File: src/hdl/lca_pkg.sv
// shared types, constants and the b3/s23 rule for the life generation step core
// no dependencies; imported by the drain stage, the top level and the testbench
package lca_pkg;

  localparam int CNT_W   = 6;  // width of the row and column count registers
  localparam int POS_W   = 5;  // width of the emitted row and column fields
  localparam int MAX_ROWS = 32;
  localparam int NUM_RES = 4;  // results one item can cause

  localparam logic [CNT_W-1:0] MIN_DIM   = 6'd3;
  localparam logic [CNT_W-1:0] DIM_RESET = 6'd32;

  // register index, taken from paddr[2]
  localparam logic REG_ROW_COUNT = 1'b0;
  localparam logic REG_COL_COUNT = 1'b1;

  // result slots of one item, emitted lowest first
  localparam int RES_MAIN       = 0;  // cell above-left of the input
  localparam int RES_BELOW      = 1;  // last row: cell left of the input
  localparam int RES_EDGE       = 2;  // last column: cell above the input
  localparam int RES_EDGE_BELOW = 3;  // last cell of the frame

  typedef logic [CNT_W-1:0] pos_t;

  typedef struct packed {
    logic [NUM_RES-1:0] mask;
    pos_t               row;
    pos_t               col;
  } step_t;

  // shift every window column down one row, dead row enters at the bottom
  function automatic logic [8:0] drop_row(input logic [8:0] w);
    return {w[7:6], 1'b0, w[4:3], 1'b0, w[1:0], 1'b0};
  endfunction

  // next state of the window center under b3/s23
  function automatic logic life_next(input logic [8:0] w);
    logic [3:0] n;
    n = '0;
    for (int k = 0; k < 9; k++) begin
      if (k != 4) n = n + 4'(w[k]);
    end
    return (n == 4'd3) || ((n == 4'd2) && w[4]);
  endfunction

endpackage

File: src/hdl/lca_in_if.sv
// input channel of the life generation step core: one cell state per item
// no dependencies
interface lca_in_if;
  logic valid;
  logic ready;
  logic cell_alive;

  modport source (output valid, output cell_alive, input ready);
  modport sink   (input valid, input cell_alive, output ready);
endinterface

File: src/hdl/lca_out_if.sv
// output channel of the life generation step core: next state plus coordinates
// no dependencies
interface lca_out_if;
  logic       valid;
  logic       ready;
  logic       next_alive;
  logic [4:0] out_row;
  logic [4:0] out_col;
  logic       frame_done;

  modport source (output valid, output next_alive, output out_row, output out_col,
                  output frame_done, input ready);
  modport sink   (input valid, input next_alive, input out_row, input out_col,
                  input frame_done, output ready);
endinterface

File: src/hdl/lca_shift_cell.sv
// one cell of a shift chain: holds W bits and takes its neighbor's bits on shift
// no dependencies; used for the line chain and the 3x3 window columns
module lca_shift_cell #(
  parameter int W = 2
) (
  input  logic         clk,
  input  logic         rst,
  input  logic         shift,
  input  logic         clear,
  input  logic [W-1:0] din,
  output logic [W-1:0] q
);

  always_ff @(posedge clk) begin
    if (rst) begin
      q <= '0;
    end else if (shift) begin
      q <= clear ? '0 : din;
    end
  end

endmodule

File: src/hdl/lca_drain.sv
// holds the pending results of one item and hands them out one per cycle while out_cell is not stalled
// depends on lca_pkg and lca_out_if
module lca_drain
  import lca_pkg::*;
(
  input  logic        clk,
  input  logic        rst,
  input  logic        load,
  input  step_t       step_in,
  input  logic [8:0]  window,
  output logic        step_ready,
  lca_out_if.source   out_cell
);

  step_t              step_q;
  logic               out_free;
  logic               take;
  logic [NUM_RES-1:0] low;
  logic [NUM_RES-1:0] mask_left;
  logic [8:0]         w_sel;
  pos_t               row_sel;
  pos_t               col_sel;
  logic               done_sel;

  assign out_free  = !out_cell.valid || out_cell.ready;
  assign take      = out_free && (step_q.mask != '0);
  assign low       = step_q.mask & (~step_q.mask + NUM_RES'(1));
  assign mask_left = take ? (step_q.mask & ~low) : step_q.mask;
  assign step_ready = (mask_left == '0);

  always_comb begin
    w_sel    = window;
    row_sel  = step_q.row - pos_t'(1);
    col_sel  = step_q.col - pos_t'(1);
    done_sel = 1'b0;
    priority if (step_q.mask[RES_MAIN]) begin
      w_sel = window;
    end else if (step_q.mask[RES_BELOW]) begin
      w_sel   = drop_row(window);
      row_sel = step_q.row;
    end else if (step_q.mask[RES_EDGE]) begin
      w_sel   = {3'b000, window[8:3]};
      col_sel = step_q.col;
    end else if (step_q.mask[RES_EDGE_BELOW]) begin
      w_sel    = drop_row({3'b000, window[8:3]});
      row_sel  = step_q.row;
      col_sel  = step_q.col;
      done_sel = 1'b1;
    end else begin
      w_sel = window;
    end
  end

  always_ff @(posedge clk) begin
    if (rst) begin
      step_q.mask    <= '0;
      out_cell.valid <= 1'b0;
    end else begin
      if (load) begin
        step_q <= step_in;
      end else if (take) begin
        step_q.mask <= mask_left;
      end
      if (take) begin
        out_cell.valid <= 1'b1;
      end else if (out_cell.ready) begin
        out_cell.valid <= 1'b0;
      end
    end
  end

  // payload of the output register
  always_ff @(posedge clk) begin
    if (take) begin
      out_cell.next_alive <= life_next(w_sel);
      out_cell.out_row    <= row_sel[POS_W-1:0];
      out_cell.out_col    <= col_sel[POS_W-1:0];
      out_cell.frame_done <= done_sel;
    end
  end

endmodule

File: src/hdl/life_automaton_generation_step_core.sv
// top level of the life generation step core: line chain, window, raster counters, apb regs
// depends on lca_pkg, lca_in_if, lca_out_if, lca_shift_cell and lca_drain
//
//  channel   dir  handshake        payload
//  in_cell   in   valid/ready      cell_alive
//  out_cell  out  valid/ready      next_alive, out_row, out_col, frame_done
//  apb       in   psel/penable     row_count at 0x0, col_count at 0x4
//
// an item moves the line chain and the window in its accept cycle; its results wait in the
// drain's pending register and pass into the output register once that register is free
// one item per cycle while each cell causes at most one result and out_cell is not stalled;
// a last-column or last-row cell holds the input until its extra results have left, the final
// cell until all four have, since the single output register drains the pending results
// rst clears counters, window and line chain; row_count and col_count return to 32
module life_automaton_generation_step_core
  import lca_pkg::*;
#(
  parameter int MAX_COLS = 32
) (
  input  logic        clk,
  input  logic        rst,
  input  logic        psel,
  input  logic        penable,
  input  logic        pwrite,
  input  logic [2:0]  paddr,
  input  logic [31:0] pwdata,
  output logic [31:0] prdata,
  output logic        pready,
  lca_in_if.sink      in_cell,
  lca_out_if.source   out_cell
);

  localparam int             LINE_AW = $clog2(MAX_COLS);
  localparam logic [CNT_W-1:0] COL_LIM = CNT_W'(MAX_COLS);
  localparam int             RowLim  = (MAX_ROWS < 63) ? MAX_ROWS : 63;
  localparam logic [CNT_W-1:0] ROW_LIM = CNT_W'(RowLim);

  pos_t       row_count;
  pos_t       col_count;
  pos_t       in_row;
  pos_t       in_col;
  pos_t       rows;
  pos_t       cols;
  pos_t       cols_m1;
  pos_t       r;
  pos_t       c;
  logic       cfg_wr;
  logic       accept;
  logic       step_ready;
  logic       last_row;
  logic       last_col;
  logic       up1;
  logic       up2;
  logic [1:0] tap;
  logic [2:0] col_new;
  logic       col_restart;
  logic [8:0] window;
  step_t      step_in;
  logic [1:0] line_q [MAX_COLS];

  assign pready = 1'b1;
  assign cfg_wr = psel && penable && pwrite;
  assign prdata = {26'd0, (paddr[2] == REG_COL_COUNT) ? col_count : row_count};

  always_ff @(posedge clk) begin
    if (rst) begin
      row_count <= DIM_RESET;
      col_count <= DIM_RESET;
    end else if (cfg_wr) begin
      unique case (paddr[2])
        REG_ROW_COUNT: row_count <= pwdata[CNT_W-1:0];
        REG_COL_COUNT: col_count <= pwdata[CNT_W-1:0];
        default: ;
      endcase
    end
  end

  assign rows = (row_count < MIN_DIM) ? MIN_DIM : ((row_count > ROW_LIM) ? ROW_LIM : row_count);
  assign cols = (col_count < MIN_DIM) ? MIN_DIM : ((col_count > COL_LIM) ? COL_LIM : col_count);
  assign cols_m1 = cols - pos_t'(1);

  // restart the raster if the counters fell outside a shrunken grid
  always_comb begin
    if ((in_row >= rows) || (in_col >= cols)) begin
      r = '0;
      c = '0;
    end else begin
      r = in_row;
      c = in_col;
    end
  end

  assign last_row = (r == rows - pos_t'(1));
  assign last_col = (c == cols_m1);

  assign in_cell.ready = step_ready;
  assign accept        = in_cell.valid && step_ready;

  always_ff @(posedge clk) begin
    if (rst) begin
      in_row <= '0;
      in_col <= '0;
    end else if (cfg_wr) begin
      in_row <= '0;
      in_col <= '0;
    end else if (accept) begin
      if (last_col) begin
        in_col <= '0;
        in_row <= last_row ? '0 : r + pos_t'(1);
      end else begin
        in_row <= r;
        in_col <= c + pos_t'(1);
      end
    end
  end

  // the entry written one row ago has reached tap cols-1
  assign tap = line_q[cols_m1[LINE_AW-1:0]];
  assign up1 = (r >= pos_t'(1)) && tap[0];
  assign up2 = (r >= pos_t'(2)) && tap[1];

  for (genvar i = 0; i < MAX_COLS; i++) begin : g_line
    lca_shift_cell #(.W(2)) u_cell (
      .clk   (clk),
      .rst   (rst),
      .shift (accept),
      .clear (1'b0),
      .din   ((i == 0) ? {up1, in_cell.cell_alive} : line_q[(i == 0) ? 0 : i - 1]),
      .q     (line_q[i])
    );
  end

  assign col_new     = {up2, up1, in_cell.cell_alive};
  assign col_restart = cfg_wr || (c == '0);

  // window columns: [8:6] newest, [2:0] oldest
  lca_shift_cell #(.W(3)) u_win2 (
    .clk   (clk),
    .rst   (rst),
    .shift (accept || cfg_wr),
    .clear (cfg_wr),
    .din   (col_new),
    .q     (window[8:6])
  );

  lca_shift_cell #(.W(3)) u_win1 (
    .clk   (clk),
    .rst   (rst),
    .shift (accept || cfg_wr),
    .clear (col_restart),
    .din   (window[8:6]),
    .q     (window[5:3])
  );

  lca_shift_cell #(.W(3)) u_win0 (
    .clk   (clk),
    .rst   (rst),
    .shift (accept || cfg_wr),
    .clear (col_restart),
    .din   (window[5:3]),
    .q     (window[2:0])
  );

  always_comb begin
    step_in.row = r;
    step_in.col = c;
    step_in.mask[RES_MAIN]       = (r != '0) && (c != '0);
    step_in.mask[RES_BELOW]      = (r != '0) && (c != '0) && last_row;
    step_in.mask[RES_EDGE]       = (r != '0) && last_col;
    step_in.mask[RES_EDGE_BELOW] = (r != '0) && last_col && last_row;
  end

  lca_drain u_drain (
    .clk        (clk),
    .rst        (rst),
    .load       (accept),
    .step_in    (step_in),
    .window     (window),
    .step_ready (step_ready),
    .out_cell   (out_cell)
  );

endmodule

File: src/flat_wrapper.sv
// flat-port wrapper written by rule: the top's interface ports become plain ports
module life_automaton_generation_step_core_flat import lca_pkg::*;
#(
  parameter int MAX_COLS = 32
)
  (clk, rst, psel, penable, pwrite, paddr, pwdata, prdata, pready, in_cell_valid, in_cell_cell_alive, in_cell_ready, out_cell_valid, out_cell_next_alive, out_cell_out_row, out_cell_out_col, out_cell_frame_done, out_cell_ready);
  lca_in_if in_cell_i ();
  lca_out_if out_cell_i ();
  input  logic clk;
  input  logic rst;
  input  logic psel;
  input  logic penable;
  input  logic pwrite;
  input  logic [2:0] paddr;
  input  logic [31:0] pwdata;
  output logic [31:0] prdata;
  output logic pready;
  input wire logic [$bits(in_cell_i.valid)-1:0] in_cell_valid;
  input wire logic [$bits(in_cell_i.cell_alive)-1:0] in_cell_cell_alive;
  output wire logic [$bits(in_cell_i.ready)-1:0] in_cell_ready;
  output wire logic [$bits(out_cell_i.valid)-1:0] out_cell_valid;
  output wire logic [$bits(out_cell_i.next_alive)-1:0] out_cell_next_alive;
  output wire logic [$bits(out_cell_i.out_row)-1:0] out_cell_out_row;
  output wire logic [$bits(out_cell_i.out_col)-1:0] out_cell_out_col;
  output wire logic [$bits(out_cell_i.frame_done)-1:0] out_cell_frame_done;
  input wire logic [$bits(out_cell_i.ready)-1:0] out_cell_ready;
  assign in_cell_i.valid = in_cell_valid;
  assign in_cell_i.cell_alive = in_cell_cell_alive;
  assign in_cell_ready = in_cell_i.ready;
  assign out_cell_valid = out_cell_i.valid;
  assign out_cell_next_alive = out_cell_i.next_alive;
  assign out_cell_out_row = out_cell_i.out_row;
  assign out_cell_out_col = out_cell_i.out_col;
  assign out_cell_frame_done = out_cell_i.frame_done;
  assign out_cell_i.ready = out_cell_ready;
  life_automaton_generation_step_core #(.MAX_COLS(MAX_COLS)) u_core (.clk(clk), .rst(rst), .psel(psel), .penable(penable), .pwrite(pwrite), .paddr(paddr), .pwdata(pwdata), .prdata(prdata), .pready(pready), .in_cell(in_cell_i), .out_cell(out_cell_i));
endmodule
File: config.mk
export PLATFORM = sky130hd
export DESIGN_NAME = life_automaton_generation_step_core_flat
export DESIGN_NICKNAME = d
export VERILOG_FILES = /design/src/hdl/lca_pkg.sv /design/src/hdl/lca_in_if.sv /design/src/hdl/lca_out_if.sv /design/src/hdl/lca_shift_cell.sv /design/src/hdl/lca_drain.sv /design/src/hdl/life_automaton_generation_step_core.sv /design/src/flat_wrapper.sv
export SDC_FILE = /design/constraint.sdc
export NUM_CORES = 1
export LEC_CHECK = 0
export BUFFER_PORTS_ARGS = -buffer_cell sky130_fd_sc_hd__buf_2
export CORE_MARGIN = 3
export CORE_UTILIZATION = 63
export CTS_CLUSTER_DIAMETER = 60
export CTS_CLUSTER_SIZE = 28
export DETAILED_ROUTE_END_ITERATION = 7
export PLACE_DENSITY_LB_ADDON = 0.12
export SLEW_MARGIN = 10
export SYNTH_ARGS = -nofsm -noshare
export SYNTH_HDL_FRONTEND = slang
export SYNTH_SLANG_ARGS = --single-unit
File: constraint.sdc
create_clock -name clk -period 11.09 [get_ports clk]
set_input_delay 0.5545 -clock clk [delete_from_list [all_inputs] [get_ports clk]]
set_output_delay 0.5545 -clock clk [all_outputs]
set_load 0.05 [all_outputs]
## Word level (Yosys, flattened, before mapping)

Cells that the tools add are included.
Widths: inputs -> output; s select.

- Register bits after elaboration: 124
- Bits in latches: 0
- Memory bits (writable): 0
- Bits in read-only memories: 0
- Bits of input ports: 43
- Output and inout port bits: 47
- Memories kept: 0

- Add/sub/neg operators: 14
- Multipliers: 0
- Div/mod/pow operators: 0
- Magnitude comparators: 9
- Equality and inequality tests: 4
- Shift-type cells: 0
- Mux-type cells: 42
- Bitwise gates (word level): 7
- Reduce and logical (&&, ||, !) cells: 29

Operators with widths:

| cell | count |
|---|---|
| $mux 6 | 10 |
| $mux 4 | 11 |
| $mux 5 | 8 |
| $mux 9 | 4 |
| $add 4x1->4 | 7 |
| $add 6x1->6 const B | 2 |
| $eq 6x6->1 | 2 |
| $ge 6x6->1 | 2 |
| $gt 6x6->1 const B | 2 |
| $lt 6x2->1 const B | 2 |
| $reduce_bool 6->1 | 2 |
| $sub 6x1->6 const B | 2 |
| $logic_and 1x1->1 | 11 |
| $bmux 2 s5 | 1 |
| $sub 5x1->5 const B | 2 |
| $mux 3 | 3 |
| $and 4x4->4 | 2 |
| $eq 4x2->1 const B | 2 |
| $not 4->4 | 2 |
| $ge 6x1->1 const B | 1 |
| $ge 6x2->1 const B | 1 |
| $ge 6x6->1 const B | 1 |
| $logic_not 6->1 | 1 |
| $not 5->6 | 1 |
| 12 further kinds | 23 |

## Longest topological paths before layout

- Depth after elaboration: 22
- Mapped depth: 19

## Cells and area by module

A second synthesis with hierarchy kept.

- Cell total of the unflattened synthesis: 814
- Area total of the unflattened synthesis: 7,465.9 µm²

Modules (own cells, without submodules):

| module | times used | cells each | area each (µm²) | seq. area each (µm²) |
|---|---|---|---|---|
| life_automaton_generation_step_core | 1 | 360 | 2,957.8 | 480.5 |
| lca_shift_cell (u_core.g_line[0].u_cell ...) | 32 | 8 | 77.6 | 40.0 |
| lca_drain | 1 | 162 | 1,676.6 | 760.7 |
| lca_shift_cell (u_core.u_win0 ...) | 3 | 12 | 116.4 | 60.1 |

## Least setup slack after synthesis

OpenSTA, ideal clock, no wires.

- Path kind: flip-flop to flip-flop
- Start point: register u_core.u_drain.step_q[15] (netlist name)
- End point: register u_core.u_drain.out_cell.next_alive, data pin
- Arrival time: 3,884 ps
- Data required time: 10,833 ps
- Path slack: 6,950 ps
- Stages on the path, launching flop included: 18
- Path buffers: 1
- Period minus slack after synthesis: 4,140 ps
- Cells stage by stage: dfxtp_1 -> clkbuf_1 -> nor3_1 -> or2_2 -> a221oi_1 -> fa_1 -> inv_1 -> ha_1 -> fa_1 -> ha_1 -> ha_1 -> xor2_1 -> and3_1 -> xor2_1 -> xnor2_1 -> and3_1 -> a21oi_1 -> nor2_1

- Cells in the longest elaborated chain, start to end: 22
- Elaborated cells on any way between the ends: 23
- Those cells by class: add/sub: 7; eq/ne: 2; mux: 12; reduce/logical: 2

RTL lines:

| what | line | text |
|---|---|---|
| start: declaration | lca_drain.sv:15 | `step_t step_q;` |
| start signal: assignment | lca_drain.sv:60 | `step_q <= step_in;` |
| $mux 9 * | lca_drain.sv:44 | `end else if (step_q.mask[RES_EDGE_BELOW]) begin` |
| $mux 9 * | lca_drain.sv:41 | `end else if (step_q.mask[RES_EDGE]) begin` |
| $mux 9 * | lca_drain.sv:38 | `end else if (step_q.mask[RES_BELOW]) begin` |
| $mux 9 * | lca_drain.sv:36 | `priority if (step_q.mask[RES_MAIN]) begin` |
| $mux 4 | lca_drain.sv:74 | `if (take) begin` |
| $add 4x1->4 | lca_pkg.sv:41 | `if (k != 4) n = n + 4'(w[k]);` |
| $mux 4 | lca_drain.sv:74 |  |
| $add 4x1->4 | lca_pkg.sv:41 |  |
| [... 6 more ...] | -- |  |
| $mux 4 | lca_drain.sv:74 |  |
| $add 4x1->4 | lca_pkg.sv:41 |  |
| $mux 4 | lca_drain.sv:74 |  |
| $add 4x1->4 | lca_pkg.sv:41 |  |
| $mux 4 | lca_drain.sv:74 |  |
| $eq 4x2->1 | lca_pkg.sv:43 | `return (n == 4'd3) \|\| ((n == 4'd2) && w[4]);` |
| $logic_and 1x1->1 | lca_pkg.sv:43 |  |
| $logic_or 1x1->1 * | lca_pkg.sv:43 |  |
| end signal: assignment | lca_drain.sv:75 | `out_cell.next_alive <= life_next(w_sel);` |
| end: declaration | lca_out_if.sv:11 | `modport source (output valid, output next_alive, output out_row, output out_col,` |

Every way passes the cells marked *; elsewhere a longest branch is shown, timed or not. The select of a mux whose other input is x is not followed.
A chain may end at the register's enable or synchronous reset.

## Final worst setup path

- Start point: register u_core.u_drain.step_q[14] (netlist name)
- End point: register u_core.u_drain.out_cell.next_alive, data pin

- Cells in the longest elaborated chain, start to end: 21
- Elaborated cells on any way between the ends: 22
- Those cells by class: add/sub: 7; eq/ne: 2; mux: 11; reduce/logical: 2

RTL lines:

| what | line |
|---|---|
| $mux 9 * | lca_drain.sv:41 |
| $mux 9 * | lca_drain.sv:38 |
| $mux 9 * | lca_drain.sv:36 |
| $mux 4 | lca_drain.sv:74 |
| $add 4x1->4 | lca_pkg.sv:41 |
| $mux 4 | lca_drain.sv:74 |
| $add 4x1->4 | lca_pkg.sv:41 |
| $mux 4 | lca_drain.sv:74 |
| [... 5 more ...] | -- |
| $mux 4 | lca_drain.sv:74 |
| $add 4x1->4 | lca_pkg.sv:41 |
| $mux 4 | lca_drain.sv:74 |
| $add 4x1->4 | lca_pkg.sv:41 |
| $mux 4 | lca_drain.sv:74 |
| $eq 4x2->1 | lca_pkg.sv:43 |
| $logic_and 1x1->1 | lca_pkg.sv:43 |
| $logic_or 1x1->1 * | lca_pkg.sv:43 |

Marks and branches as above.

==> insert_results.sql <==
INSERT INTO impl_metrics (metric_group, metric, value, unit) VALUES
('run_status', 'outcome', 'finished, final reports clean', ''),
('place', 'placement.io_buffers', '34', ''),
('synthesis', 'synth_cell_type_count', '81', ''),
('cts', 'cts_hold_buf', '0', ''),
('die', 'die_w', '111.6', 'um'),
('final_layout', 'finish.utilization', '72.37', '%'),
('worst_hold_path', 'timing.hold.worst.start', 'pwdata[5]', ''),
('synthesis', 'yosys_register_bits', '124', ''),
('critical_path', 'path_class', 'reg2reg', ''),
('die', 'die_h', '111.6', 'um'),
('global_routing', 'grt_usage', '24.34', '%'),
('timing', 'fin_ws', '6.507', 'ns'),
('timing', 'slew-limit-headroom', '30.07', '%'),
('timing', 'grt_setup_unrepaired', 'false', ''),
('timing', 'finalHoldViolCount', '0', ''),
('global_routing', 'overflow', '0', ''),
('critical_path', 'critPathLaunchType', 'register', ''),
('cts', 'cts.sinks', '124', ''),
('global_routing', 'antenna_found_initial', '0', ''),
('synthesis', 'netlist_area', '7027', 'um2'),
('place', 'post-place-ws', '6.510', 'ns'),
('synthesis', 'ys.flop_type', 'dfxtp_1', ''),
('place', 'gp_congestion', '0.8806', ''),
('final_layout', 'num_antenna_cells', '0', ''),
('routing', 'wl', '14850', 'um'),
('final_layout', 'regArea', '2703', 'um2'),
('synthesis', 'synth.area.top_cells', 'dfxtp_1 (29%), edfxtp_1 (9.4%), nand2_1 (9.3%)', ''),
('cts', 'clk_root_buffer_cell', 'clkbuf_8', ''),
('die', 'dieArea', '12460', 'um2'),
('critical_path', 'reg2reg_start', 'u_core.u_drain.step_q[14]', ''),
('timing', 'timing.final.crit_share', '41.33', '%'),
('routing', 'detail-route-antenna-nets', '0', ''),
('routing', 'drt-initial-drc-count', '410', ''),
('synthesis', 'synth_top_cells_by_count', 'nand2_1 (175), dfxtp_1 (102), a21oi_1 (100), nor2_1 (45), clkbuf_1 (38)', ''),
('critical_path', 'wp_data_required', '11.37', 'ns'),
('final_layout', 'nFillCells', '792', ''),
('cts', 'clock_path_buffers', '2', ''),
('worst_hold_path', 'holdPathEnd', 'u_core.col_count[5]', ''),
('synthesis', 'synth_cells', '811', ''),
('timing', 'totalNegativeSetupSlack', '0', 'ns'),
('die', 'start_util', '66.28', '%'),
('routing', 'wl_per_cell', '15.33', 'um'),
('power', 'vdd.ir_drop.worst', '0.00009182', 'V'),
('timing', 'timing_worst_slew_pin_value', '1.049', 'ns'),
('global_routing', 'first_pass_grt_wire_length', '25250', 'um'),
('global_routing', 'grt_max_degree', '91', ''),
('die', 'num_io_pins', '90', ''),
('critical_path', 'cp-end-kind', 'register', ''),
('timing', 'final-max-slew-violation-count', '0', ''),
('place', 'place.detailed.hpwl', '9843', 'um'),
('synthesis', 'most_common_cell_in_the_netlist', 'nand2_1', ''),
('cts', 'insertion_delay', '0.53', 'ns'),
('cts', 'clk_transition_reported_paths', '0.06', 'ns'),
('timing', 'layout_min_cycle_time', '4.583', 'ns'),
('cts', 'ctsHtreeMaxLevel', '4', ''),
('timing', 'finalClockSkew', '0.008330', 'ns'),
('synthesis', 'synth_top_area_share', '29.06', '%'),
('synthesis', 'synth_largest_area_cell', 'dfxtp_1', ''),
('critical_path', 'worst-path-max-fanout', '15', ''),
('power', 'leakage', '2.919', 'nW'),
('routing', 'remaining_drc_errors', '0', ''),
('flow_run', 'timing.max_cap.violations', '0', ''),
('cts', 'cts_repair_resize_count', '0', ''),
('synthesis', 'async_reset_ff_share', '0', '%'),
('final_layout', 'multi_input_comb_area', '3931', 'um2'),
('power', 'p_per_cell_area', '140.3', 'nW/um2'),
('timing', 'timing.fmax', '218.2', 'MHz'),
('cts', 'numCtsBuffers', '17', ''),
('synthesis', 'synth-seq-area-share', '38.46', '%'),
('critical_path', 'r2r-end', 'u_core.u_drain.out_cell.next_alive', ''),
('die', 'fp.coreArea', '10600', 'um2');
[how the worst max path moves through the flow]
stage                                         start                            endpoint  slack, ns  depth (start not counted)
final                     u_core.u_drain.step_q[14]  u_core.u_drain.out_cell.next_alive       6.51                         16
after global placement    u_core.u_drain.step_q[12]  u_core.u_drain.out_cell.next_alive       6.69                         16
after floorplan           u_core.u_drain.step_q[15]  u_core.u_drain.out_cell.next_alive       6.95                         17
after global routing      u_core.u_drain.step_q[13]  u_core.u_drain.out_cell.next_alive       6.14                         16
after CTS                 u_core.u_drain.step_q[14]  u_core.u_drain.out_cell.next_alive       6.50                         16
after detailed placement  u_core.u_drain.step_q[14]  u_core.u_drain.out_cell.next_alive       6.51                         16
[logic make-up after synthesis]
| logic type | after synthesis | synth area share [%] |
|---|---|---|
| compound gates | 185 | 16.74 |
| xor+xnor | 23 | 3.330 |
| fa+ha+maj | 37 | 6.766 |
| buf+inv | 99 | 6.980 |
| flops | 124 | 38.46 |
| mux | 33 | 7.657 |
| other cells | 2 | 0.1069 |
| simple gates | 308 | 19.96 |
[state kept, by name (all words and copies together) (netlist names)]
name                                count
u_core.g_line.u_cell.q                 64
u_core.u_drain.step_q                  14
u_core.col_count                        6
u_core.in_col                           6
u_core.in_row                           6
u_core.row_count                        6
u_core.u_drain.out_cell.out_col         5
u_core.u_drain.out_cell.out_row         5
u_core.u_win0.q                         3
u_core.u_win1.q                         3
u_core.u_win2.q                         3
u_core.u_drain.out_cell.frame_done      1
u_core.u_drain.out_cell.next_alive      1
u_core.u_drain.out_cell.valid           1
[placed cells by master (no fill, tap or decap), drive strengths merged, types with 14 or more instances in the layout]
cell      n
ha       34
o21ai    22
nor2     46
dfxtp   102
nand3    14
a21oi   100
nand2   175
mux4     16
a22oi    15
conb     27
edfxtp   22
buf      37
clkbuf   19
inv      32
[report_power, final]
group          internal (mW)  switching [mW]  leakage (nW)  total, mW
Combinational         0.0189          0.0618          1.61     0.0807
Clock                  0.316           0.214         0.278      0.530
Sequential             0.461         0.00428          1.03      0.466
[layer usage]
| metal | GRT usage [%] | part of all wire, % |
|---|---|---|
| met5 | 0 | 0 |
| met4 | 9.651 | 2.4 |
| met3 | 5.924 | 5.9 |
| met2 | 39.81 | 48 |
| met1 | 31.19 | 44 |
[critical path, stage by stage, from the launching register on]
cell      delay (ns)
dfxtp_1         0.64
nor3_1          0.13
or2_2           0.35
a221oi_1        0.44
fa_1            0.47
inv_1           0.06
ha_1            0.17
fa_1            0.44
ha_1            0.35
ha_1            0.23
xor2_1          0.21
and3_1          0.19
xor2_1          0.23
xnor2_1         0.10
and3_1          0.16
a21oi_1         0.12
nor2_1          0.05
[per-stage QoR]
step	std cells	area [um2]	hold slack, ns	power [mW]
3_3_place_gp	937	7098	0.4407	0.5534
4_1_cts	969	7672	0.2393	1.082
6_report	969	7672	0.2543	1.076
2_1_floorplan	836	7121	0.4332	0.5493
3_5_place_dp	937	7098	0.4493	0.5551
5_1_grt	969	7672	0.2408	1.110
[cell type report]
type,count,area share [%]
Multi-Input combinational cell,613,51.24
Sequential cell,124,35.23
Clock buffer,19,5.773
Timing Repair Buffer,37,2.511
Tap cell,136,2.218
Clock inverter,13,1.712
Inverter,27,1.321
Note: power is estimated with default switching activity, not from simulation.
